<file path="src/rtl/core/sensor_register_frame_responder_top_macros.svh">
// Assertion helpers for the frame responder.
`ifndef SENSOR_REGISTER_FRAME_RESPONDER_TOP_MACROS_SVH
`define SENSOR_REGISTER_FRAME_RESPONDER_TOP_MACROS_SVH

`ifndef SYNTHESIS
// Same-cycle implication, checked out of reset.
`define SRFR_ASSERT_IMP(label, ante, cons, msg) \
    label: assert property (@(posedge i_clk) disable iff (!i_rst_n) (ante) |-> (cons)) \
        else $error(msg);
// Next-cycle implication, checked out of reset.
`define SRFR_ASSERT_NXT(label, ante, cons, msg) \
    label: assert property (@(posedge i_clk) disable iff (!i_rst_n) (ante) |=> (cons)) \
        else $error(msg);
`else
`define SRFR_ASSERT_IMP(label, ante, cons, msg)
`define SRFR_ASSERT_NXT(label, ante, cons, msg)
`endif

`endif

</file>
<file path="src/rtl/core/srfr_pkg.sv">
package srfr_pkg;

    localparam int NUM_REGS = 10;
    localparam int SEQ_BITS = 8;
    localparam int ADDR_W   = $clog2(NUM_REGS);

    localparam logic [ADDR_W-1:0] IDX_STATUS  = ADDR_W'(2);
    localparam logic [ADDR_W-1:0] IDX_CTRL    = ADDR_W'(3);
    localparam logic [ADDR_W-1:0] IDX_RATE    = ADDR_W'(4);
    localparam logic [ADDR_W-1:0] IDX_SCRATCH = ADDR_W'(9);

    typedef enum logic [2:0] {
        CMD_PING,
        CMD_RESET,
        CMD_STATUS,
        CMD_READ,
        CMD_WRITE,
        CMD_STREAM_START,
        CMD_STREAM_STOP,
        CMD_UNKNOWN
    } t_cmd;

    localparam logic [1:0] KIND_ACK  = 2'd0;
    localparam logic [1:0] KIND_DATA = 2'd1;
    localparam logic [1:0] KIND_NACK = 2'd2;
    localparam logic [1:0] KIND_RSVD = 2'd3;

    localparam logic [7:0] ERR_RANGE   = 8'd0;
    localparam logic [7:0] ERR_UNKNOWN = 8'd1;

    localparam logic [1:0] CFG_RESET_CODE     = 2'd0;
    localparam logic [1:0] CFG_STREAM_ON_CODE = 2'd1;
    localparam logic [1:0] CFG_STREAMING_MASK = 2'd2;

    typedef struct packed {
        logic [15:0] ctrl_reset_code;
        logic [15:0] ctrl_stream_on_code;
        logic [15:0] streaming_mask;
    } t_cfg;

    typedef struct packed {
        logic [7:0] seq;
        logic [1:0] resp_kind;
        logic [1:0] resp_length;
        logic [7:0] payload_0;
        logic [7:0] payload_1;
        logic [7:0] payload_2;
    } t_resp;

    // Power-up contents of the register file.
    function automatic logic [15:0] f_reg_default(input logic [ADDR_W-1:0] idx);
        logic [15:0] v;
        v = 16'h0000;
        case (idx)
            ADDR_W'(0): v = 16'hCAFE;
            ADDR_W'(1): v = 16'h0100;
            ADDR_W'(2): v = 16'h0001;
            ADDR_W'(4): v = 16'd10;
            ADDR_W'(5): v = 16'd250;
            ADDR_W'(8): v = 16'd1000;
            default:    v = 16'h0000;
        endcase
        return v;
    endfunction

    // Control, sample rate and scratch accept host writes.
    function automatic logic f_writable(input logic [ADDR_W-1:0] idx);
        return (idx == IDX_CTRL) || (idx == IDX_RATE) || (idx == IDX_SCRATCH);
    endfunction

endpackage

</file>
<file path="src/rtl/core/srfr_regs.sv">
module srfr_regs
    import srfr_pkg::*;
(
    input  logic        i_clk,
    input  logic        i_rst_n,
    input  logic        i_accept,
    input  logic [2:0]  i_command,
    input  logic [7:0]  i_reg_addr,
    input  logic [15:0] i_write_value,
    input  t_cfg        i_cfg,
    output t_resp       o_resp
);

    logic [15:0]         r_store [NUM_REGS];
    logic [15:0]         n_store [NUM_REGS];
    logic [SEQ_BITS-1:0] r_seq;
    logic [SEQ_BITS-1:0] n_seq;

    logic              addr_ok;
    logic              wr_ok;
    logic [ADDR_W-1:0] idx;
    logic [15:0]       rd_val;
    t_cmd              cmd;

    assign cmd     = t_cmd'(i_command);
    assign addr_ok = (i_reg_addr < 8'(NUM_REGS));
    assign idx     = i_reg_addr[ADDR_W-1:0];
    assign wr_ok   = addr_ok && f_writable(idx);

    always_comb begin
        rd_val = 16'h0000;
        for (int i = 0; i < NUM_REGS; i++) begin
            if (idx == ADDR_W'(i)) begin
                rd_val = r_store[i];
            end
        end
    end

    always_comb begin
        n_store = r_store;
        n_seq   = SEQ_BITS'(r_seq + 1'b1);

        o_resp             = '0;
        o_resp.seq         = r_seq[7:0];
        o_resp.resp_kind   = KIND_ACK;

        unique case (cmd)
            CMD_PING: begin
            end
            CMD_RESET: begin
                for (int i = 0; i < NUM_REGS; i++) begin
                    n_store[i] = f_reg_default(ADDR_W'(i));
                end
                n_seq = '0;
            end
            CMD_STATUS: begin
                o_resp.resp_length = 2'd2;
                o_resp.payload_0   = r_store[IDX_STATUS][15:8];
                o_resp.payload_1   = r_store[IDX_STATUS][7:0];
            end
            CMD_READ: begin
                if (addr_ok) begin
                    o_resp.resp_kind   = KIND_DATA;
                    o_resp.resp_length = 2'd3;
                    o_resp.payload_0   = i_reg_addr;
                    o_resp.payload_1   = rd_val[15:8];
                    o_resp.payload_2   = rd_val[7:0];
                end else begin
                    o_resp.resp_kind   = KIND_NACK;
                    o_resp.resp_length = 2'd1;
                    o_resp.payload_0   = ERR_RANGE;
                end
            end
            CMD_WRITE: begin
                if (wr_ok) begin
                    for (int i = 0; i < NUM_REGS; i++) begin
                        if (idx == ADDR_W'(i)) begin
                            n_store[i] = i_write_value;
                        end
                    end
                    if (idx == IDX_CTRL) begin
                        if (i_write_value == i_cfg.ctrl_reset_code) begin
                            for (int i = 0; i < NUM_REGS; i++) begin
                                n_store[i] = f_reg_default(ADDR_W'(i));
                            end
                            n_seq = '0;
                        end else if (i_write_value == i_cfg.ctrl_stream_on_code) begin
                            n_store[IDX_STATUS] = r_store[IDX_STATUS] | i_cfg.streaming_mask;
                        end
                    end
                end else begin
                    o_resp.resp_kind   = KIND_NACK;
                    o_resp.resp_length = 2'd1;
                    o_resp.payload_0   = ERR_RANGE;
                end
            end
            CMD_STREAM_START: begin
                n_store[IDX_STATUS] = r_store[IDX_STATUS] | i_cfg.streaming_mask;
            end
            CMD_STREAM_STOP: begin
                n_store[IDX_STATUS] = r_store[IDX_STATUS] & ~i_cfg.streaming_mask;
            end
            default: begin
                o_resp.resp_kind   = KIND_NACK;
                o_resp.resp_length = 2'd1;
                o_resp.payload_0   = ERR_UNKNOWN;
            end
        endcase
    end

    always_ff @(posedge i_clk) begin
        if (!i_rst_n) begin
            for (int i = 0; i < NUM_REGS; i++) begin
                r_store[i] <= f_reg_default(ADDR_W'(i));
            end
            r_seq <= '0;
        end else if (i_accept) begin
            r_store <= n_store;
            r_seq   <= n_seq;
        end
    end

endmodule

</file>
<file path="src/rtl/core/srfr_skid.sv">
module srfr_skid
    import srfr_pkg::*;
(
    input  logic  i_clk,
    input  logic  i_rst_n,
    input  logic  i_push,
    input  t_resp i_resp,
    input  logic  i_stall,
    output logic  o_valid,
    output logic  o_full,
    output t_resp o_resp
);

    logic  r_main_valid;
    logic  r_skid_valid;
    t_resp r_main;
    t_resp r_skid;
    logic  pop;

    assign pop     = r_main_valid && !i_stall;
    assign o_valid = r_main_valid;
    assign o_full  = r_skid_valid;
    assign o_resp  = r_main;

    always_ff @(posedge i_clk) begin
        if (!i_rst_n) begin
            r_main_valid <= 1'b0;
            r_skid_valid <= 1'b0;
        end else begin
            if (pop) begin
                if (r_skid_valid) begin
                    r_skid_valid <= i_push;
                end else begin
                    r_main_valid <= i_push;
                end
            end else if (!r_main_valid) begin
                r_main_valid <= i_push;
            end else if (i_push) begin
                r_skid_valid <= 1'b1;
            end
        end
    end

    always_ff @(posedge i_clk) begin
        if (pop) begin
            if (r_skid_valid) begin
                r_main <= r_skid;
                r_skid <= i_resp;
            end else begin
                r_main <= i_resp;
            end
        end else if (!r_main_valid) begin
            r_main <= i_resp;
        end else if (i_push) begin
            r_skid <= i_resp;
        end
    end

endmodule

</file>
<file path="src/rtl/core/sensor_register_frame_responder_top.sv">
// The response to an accepted request beat is registered in the output buffer.
// Throughput: one request per cycle while the output buffer has a free slot; the register
// file and sequence counter update in the accepting cycle, so a request sees every earlier request's effect.
// A two-entry output buffer keeps requests flowing while one response waits.
// Reset (synchronous, active low): register file to defaults, sequence to zero,
// config codes to 1 / 2 / 2, output buffer empty.
`include "sensor_register_frame_responder_top_macros.svh"

module sensor_register_frame_responder_top
    import srfr_pkg::*;
(
    input  logic        i_clk,
    input  logic        i_rst_n,

    // request channel
    input  logic        i_in_valid,
    output logic        o_in_stall,
    input  logic [2:0]  i_command,
    input  logic [7:0]  i_reg_addr,
    input  logic [15:0] i_write_value,

    // response channel
    output logic        o_out_valid,
    input  logic        i_out_stall,
    output logic [7:0]  o_seq,
    output logic [1:0]  o_resp_kind,
    output logic [1:0]  o_resp_length,
    output logic [7:0]  o_payload_0,
    output logic [7:0]  o_payload_1,
    output logic [7:0]  o_payload_2,

    // configuration write channel
    input  logic        i_cfg_valid,
    output logic        o_cfg_ready,
    input  logic [1:0]  i_cfg_index,
    input  logic [15:0] i_cfg_data
);

    t_cfg  r_cfg;
    t_resp resp;
    t_resp out_resp;
    logic  accept;
    logic  buf_full;

    // Take a request beat whenever the output buffer has a free slot.
    assign o_in_stall = buf_full;
    assign accept     = i_in_valid && !buf_full;

    // Config is always writable.
    assign o_cfg_ready = 1'b1;

    always_ff @(posedge i_clk) begin
        if (!i_rst_n) begin
            r_cfg.ctrl_reset_code     <= 16'd1;
            r_cfg.ctrl_stream_on_code <= 16'd2;
            r_cfg.streaming_mask      <= 16'd2;
        end else if (i_cfg_valid) begin
            unique case (i_cfg_index)
                CFG_RESET_CODE:     r_cfg.ctrl_reset_code     <= i_cfg_data;
                CFG_STREAM_ON_CODE: r_cfg.ctrl_stream_on_code <= i_cfg_data;
                CFG_STREAMING_MASK: r_cfg.streaming_mask      <= i_cfg_data;
                default: begin
                    // drop writes past the register list
                end
            endcase
        end
    end

    // Decode the request, update the register file, build the response.
    srfr_regs u_regs (
        .i_clk         (i_clk),
        .i_rst_n       (i_rst_n),
        .i_accept      (accept),
        .i_command     (i_command),
        .i_reg_addr    (i_reg_addr),
        .i_write_value (i_write_value),
        .i_cfg         (r_cfg),
        .o_resp        (resp)
    );

    // Hold responses until the downstream side takes them.
    srfr_skid u_skid (
        .i_clk   (i_clk),
        .i_rst_n (i_rst_n),
        .i_push  (accept),
        .i_resp  (resp),
        .i_stall (i_out_stall),
        .o_valid (o_out_valid),
        .o_full  (buf_full),
        .o_resp  (out_resp)
    );

    assign o_seq         = out_resp.seq;
    assign o_resp_kind   = out_resp.resp_kind;
    assign o_resp_length = out_resp.resp_length;
    assign o_payload_0   = out_resp.payload_0;
    assign o_payload_1   = out_resp.payload_1;
    assign o_payload_2   = out_resp.payload_2;

    // A full buffer always has a response on the output.
    `SRFR_ASSERT_IMP(a_full_has_out, o_in_stall, o_out_valid, "stall without pending response")
    // After an accepted beat, the output holds a valid response on the next cycle.
    `SRFR_ASSERT_NXT(a_accept_gives_out, i_in_valid && !o_in_stall, o_out_valid, "response lost")
    // The reserved response kind is never produced.
    `SRFR_ASSERT_IMP(a_kind_legal, o_out_valid, o_resp_kind != KIND_RSVD, "reserved response kind")
    // A nack carries exactly its error code.
    `SRFR_ASSERT_IMP(a_nack_len, o_out_valid && o_resp_kind == KIND_NACK, o_resp_length == 2'd1, "nack length wrong")

endmodule
</file>
<file path="config.mk">
export PLATFORM = sky130hd
export DESIGN_NAME = sensor_register_frame_responder_top
export DESIGN_NICKNAME = d
export VERILOG_FILES = /design/src/rtl/core/srfr_pkg.sv /design/src/rtl/core/srfr_regs.sv /design/src/rtl/core/srfr_skid.sv /design/src/rtl/core/sensor_register_frame_responder_top.sv
export VERILOG_INCLUDE_DIRS = /design/src /design/src/rtl/core
export SDC_FILE = /design/constraint.sdc
export NUM_CORES = 1
export LEC_CHECK = 0
export ABC_AREA = 1
export ABC_CLOCK_PERIOD_IN_PS = 13050
export BUFFER_PORTS_ARGS = -buffer_cell sky130_fd_sc_hd__buf_2
export CAP_MARGIN = 20
export CELL_PAD_IN_SITES_DETAIL_PLACEMENT = 0
export CELL_PAD_IN_SITES_GLOBAL_PLACEMENT = 2
export CORE_MARGIN = 4
export CORE_UTILIZATION = 38
export CTS_CLUSTER_SIZE = 25
export DETAILED_ROUTE_END_ITERATION = 10
export PLACE_DENSITY = 0.9
export SETUP_SLACK_MARGIN = 0.15
export SYNTH_ARGS = -nofsm -noshare
export SYNTH_HDL_FRONTEND = slang
export SYNTH_SLANG_ARGS = --single-unit
</file>
<file path="constraint.sdc">
create_clock -name i_clk -period 13.05 [get_ports i_clk]
set_input_delay 3.915 -clock i_clk [delete_from_list [all_inputs] [get_ports i_clk]]
set_output_delay 3.915 -clock i_clk [all_outputs]
set_load 0.03 [all_outputs]
</file>
* Yosys cells after proc, flatten, opt, wreduce, memory -nomap -nowiden
Index checks and enable logic that the tools add are counted.
** Cells by class
- $add $sub $neg :: 1
- Magnitude comparators :: 1
- Equal/unequal tests :: 23
- Muxes and demuxes :: 54
- Bitwise operators :: 3
- Reductions and logical operators :: 23
** Operators with widths (count)
- two-way mux 16 bit :: 23
- two-way mux 160 bit :: 2
- two-way mux 36 bit :: 7
- case mux 112 bit (2 select lines) :: 1
- two-way mux 112 bit :: 1
- case mux 16 bit (4 select lines) :: 1
- case mux 32 bit (2 select lines) :: 1
- case mux 10 bit (4 select lines) :: 1
- == test 16 bit :: 2
- two-way mux 32 bit :: 1
- two-way mux 8 bit :: 4
- case mux 8 bit (2 select lines) :: 2
- two-way mux 12 bit :: 2
- bitwise AND 16 bit :: 1
- == test 4 x 3 -> 1 bit, second input constant :: 4
- inverter 16 bit :: 1
- OR 16 bit :: 1
- == test 3 bit, second input constant :: 3
- AND reduction 3 bit :: 3
- adder 8 x 1 -> 8 bit, second input constant :: 1
- == test 4 x 2 -> 1 bit, second input constant :: 2
- == test 4 bit, second input constant :: 2
- less-than comparator 8 x 4 -> 1 bit, second input constant :: 1
- AND reduction 2 bit :: 4
- other kinds (19) :: 34
** Word-level totals
- Register bits :: 290
- Bits of input ports :: 50
- Output and inout bits :: 39
- Logic and storage cells :: 133

* Depth between registers and ports, before layout
- Word-level depth :: 16
- Gate-level depth with buffers :: 15

* Hierarchy
From an unflattened synthesis, not the netlist that was laid out.
** Unflattened totals
- Cells, all modules :: 1810
- Area total of the unflattened synthesis :: 13416.6 um2
** By module, submodules not included
- srfr_regs :: times used 1, cells each 1295, area each 8431.8 um2, sequential area each 3363.2 um2
- srfr_skid :: times used 1, cells each 205, area each 2944.1 um2, sequential area each 2202.1 um2
- sensor_register_frame_responder_top :: times used 1, cells each 310, area each 2040.7 um2, sequential area each 960.9 um2

* Worst setup path after synthesis
OpenSTA, ideal clock, no wires.
- Path type :: input to register
- From :: input port i_out_stall
- To :: register u_skid.r_skid[0] (netlist name), enable pin
- Setup time :: 479 ps
- Arrival :: 7410 ps
- Data required time :: 12571 ps
- Setup slack :: 5161 ps
- Stages on the path :: 2
- Path through :: nand2_1 > o21ai_0
** Between the ends
- Cells in the longest elaborated chain, start to end :: 4
- Elaborated cells on any way between the ends :: 6
- Those cells by class :: eq/ne: 1; reduce/logical: 5
** RTL lines
- start: declaration :: line sensor_register_frame_responder_top.sv:24 : input logic i_out_stall,
- zero test 1 bit * :: line srfr_skid.sv:20 : assign pop = r_main_valid && !i_stall;
- logical AND 1 bit * :: line srfr_skid.sv:20
- != test 2 x 1 -> 1 bit (no line) or nonzero test 2 bit (tied branches)
- AND reduction 3 bit (no line) *
- end signal: assignment :: line srfr_skid.sv:48 : r_skid <= i_resp;
- end signal: assignment :: line srfr_skid.sv:55 : r_skid <= i_resp;
- end: declaration :: line srfr_skid.sv:17 : t_resp r_skid;
Mark *: on every way between the ends. The rest lies on a longest branch, timed or not.
A chain may end at the register's enable or synchronous reset.

* Worst setup path after layout
- From :: input port i_reg_addr[0]
- To :: register u_regs.r_store[83] (netlist name)
** Between the ends
- Cells in the longest elaborated chain, start to end :: 6
- Elaborated cells on any way between the ends :: 14
- Those cells by class :: order compare: 1; eq/ne: 4; mux: 5; reduce/logical: 4
** RTL lines
- start: declaration :: line sensor_register_frame_responder_top.sv:19 : input logic [7:0] i_reg_addr,
- branches (longest 6 deep; another with less-than comparator 8 x 4 -> 1 bit)
- end signal: indexed assignment :: line srfr_regs.sv:114 : r_store[i] <= f_reg_default(ADDR_W'(i));
- end signal: assignment :: line srfr_regs.sv:118 : r_store <= n_store;
- end: declaration :: line srfr_regs.sv:14 : logic [15:0] r_store [NUM_REGS];
Parallel ways; which one is timed is not known. The select of a mux whose other input is x is not followed.

==> summary.txt <==
Placement
  • DPL Wire Length: 27500 µm
  • Placed Area: 13700 µm²
  • I/O Buffers: 87
  • Global placer's final weighted congestion: 0.811

Clocking
  • CTS Sinks: 290
  • Post-CTS sizing: 0
  • Maximum clock path buffer count: 3
  • Hold_buf cts: 0
  • Root Driver: clkbuf_16
  • H-tree Lvls: 2
  • Clock Pin Slew Worst Setup and Hold Paths: 0.06 ns
  • Post-CTS setup repair buffer count: 0
  • Clk_lat worst skew: 0.52 ns
  • CTS tree: built
  • CTS Buf Count: 34

Yosys
  • Synth warn: 0
  • Mapped Area: 13000 µm²
  • Asr flop ratio synth: 0%
  • Synthesized net count: 1815
  • Xor/xnor share of the synthesized area: 0.810%
  • Yosys reg bits: 290
  • Synth top area share: 33.6%
  • Sequential share of the synthesized area: 50.3%
  • Main combinational cell family by area after synthesis: simple AND/OR/NAND/NOR gates
  • Synth Area in Adders: 0.0964%
  • Simple-Gate Fraction of Synth Area: 27.3%
  • Main flop type after synthesis: dfxtp_1
  • Synth Area per Inst: 7.36 µm²
  • Compound-gate portion of the synthesized area: 14.2%
  • Mux cell area share after synthesis: 0%
  • EDFF count, synth: 72
  • Main area contributors after synthesis: dfxtp_1 34%, edfxtp_1 17%, nand2_1 14%
  • Post-synth top area cell: dfxtp_1
  • Syn Inst Count: 1764
  • Unique masters post-synth: 34

Floorplanning
  • Core ar.: 33600 µm²
  • Die area: 37200 µm²
  • Die height: 193 µm
  • Ports: 89
  • Starting Density: 38.6%
  • DIE WIDTH: 193 µm
  • # rows: 67

Final layout
  • Antenna cells: 0
  • Layout cells sized above 1: 11.4%
  • Multi-input gate area: 5520 µm²
  • Fillers: 3493
  • Area Growth Syn to Fin: 14.1%
  • Most frequent cells in the layout: 487 x nand2_1, 222 x nor2_1, 218 x dfxtp_1
  • NumNets Final: 1863
  • Commonest non-fill, non-tap cell in the layout: nand2_1
  • Finished Cell Area: 14800 µm²
  • Register Area: 6530 µm²

Routing
  • Max Used Layer: met4
  • Via density: 5.04
  • Routed WL: 40400 µm
  • First-pass detailed-route iteration total: 5
  • Avg WL per Cell: 17.7 µm
  • Final ANT Viol Nets: 0
  • DR DRC count: 0
  • Met2 wire length: 17900 µm
  • Met1 Wirelength: 19300 µm
  • Initial DRC count: 963
  • Met3 WL: 2140 µm
  • Vias: 11.5k

Power and ir drop
  • Sequential share of power: 46.8%
  • Internal: 0.00153 W
  • PwrDens: 137 nW/µm²
  • Switching Fraction: 25.1%
  • Clk network pwr share: 45.3%
  • Leak pwr: 6.39 nW
  • Pwr Total: 0.00204 W
  • Peak supply drop: 0.0820 mV
  • Comb power frac: 8.0%
  • NetSw: 0.000510 W

Timing
  • Final setup TNS: 0 ns
  • Fmax: 0.144 GHz
  • Final setup violation count: 0
  • Slew Limit Fails: 0
  • Worst-Margin Slew: 1.08 ns
  • Final Cycle Share: 53.3%
  • Tmin final: 6.96 ns
  • Min Hold Slack: 0.444 ns
  • Final hold vios: 0
  • RSZ-0062 raised after global routing: false
  • Slew headroom: 27.7%
  • Clock skew: 0.0187 ns

Critical path
  • Reg-to-Reg Start: u_skid.o_full
  • Reg2Reg Depth: 9
  • CP startpoint kind: input pin
  • Critical Path Source: i_reg_addr[0]
  • Crit Path Max Fanout: 97
  • Crit Path Class: in -> reg
  • Critical path data arrival time: 7.36 ns
  • Crit. End Element: register
  • Worst endpoint required time: 13.45 ns

GRT
  • Initial antenna violation count: 0
  • Vias in the first global route: 10.5k
  • Global-route wire length before repair: 62000 µm
  • Largest net degree at the start of global routing: 98
  • GR Overflow Total: 0
  • Total Routing Usage GR: 21.5%

Outcome
  • Status: complete, no violations

Hold path
  • Hold WC Path Type: reg -> reg
  • Min-delay src: u_regs.r_seq[5]
  • Hold Path Depth: 0

Run
  • Max Cap Violations: 0
## layer usage
layer / global-route usage (%) / up-vias
met2: 33.6 / 301
li1: - / 5797
met3: 2.48 / 58
met1: 31.7 / 5350
met4: 5.70 / 0
met5: 0 / -
## worst max-delay path, cell delays in order
cell,delay (ns)
buf_2,0.15
nand2_1,0.10
clkinv_1,0.06
nand2_1,0.68
nand2_2,0.20
o21ai_1,0.20
nand2_2,0.10
nand3_4,0.36
inv_2,0.06
nand2_2,0.06
buf_4,0.70
nand2_2,0.29
buf_12,0.29
inv_1,0.09
nand2_1,0.05
## area by class of cell
cell class / instances / area share, %
well taps: 448 / 3.78
repair buffers: 103 / 3.92
inverters: 146 / 3.70
flip-flops and latches: 290 / 44.1
clock buffers: 47 / 6.55
clock inverters: 11 / 0.709
multi-input cells: 1237 / 37.3
## state kept, by name, indices dropped and copies added, names as in the netlist
signal and flops:
r_cfg 48, u_regs.r_seq 8, u_regs.r_store 160, u_skid.o_full 1
u_skid.o_resp 36, u_skid.o_valid 1, u_skid.r_skid 36
## power by group through the flow
stage                     Clock (W)  Sequential [W]  Combinational [W]
final                      0.000921        0.000951           0.000162
after floorplan                   0        0.000986          0.0000842
after CTS                  0.000942        0.000952           0.000161
after global routing       0.000973        0.000953           0.000179
after detailed placement          0        0.000971           0.000161
after global placement            0        0.000970           0.000160
## logic make-up after synthesis
kind of cell | after synthesis
fa+ha+maj | 1
other cells | 1
buf+inv | 237
simple gates | 861
flops | 290
compound gates | 362
xor+xnor | 12
## worst paths after layout
check	endpoint	slack, ns
max	u_regs.r_store[83]	6.09
min reg2reg	u_skid.r_skid[33]	0.44
max reg2reg	u_regs.r_store[83]	10.03
min	u_skid.r_skid[33]	0.44
## cells in the mapped netlist (4+ instances only)
cell type,instances
inv_1,131
nand4_1,14
o21ai_0,162
xnor2_1,4
edfxtp_1,72
o211ai_1,11
o21ai_1,47
buf_1,5
buf_2,25
or2_2,26
dfxtp_1,218
nor2_1,222
xor2_1,8
nor3_1,11
nand3_1,80
nand2_1,487
nand2_2,5
clkbuf_1,54
clkinv_1,6
a21oi_1,136
nor2_2,6
nor2_4,4
inv_2,9
buf_4,5
## per-stage QoR
step	instances	setup WS (ns)	util (%)
final	2282	6.09	44.1
after global routing	2282	5.75	44.1
after CTS	2279	5.56	43.9
after detailed placement	2221	4.98	40.7
after global placement	2221	5.03	40.7
after floorplan	1764	5.16	-
No activity file was read; power rests on OpenSTA's default activity.
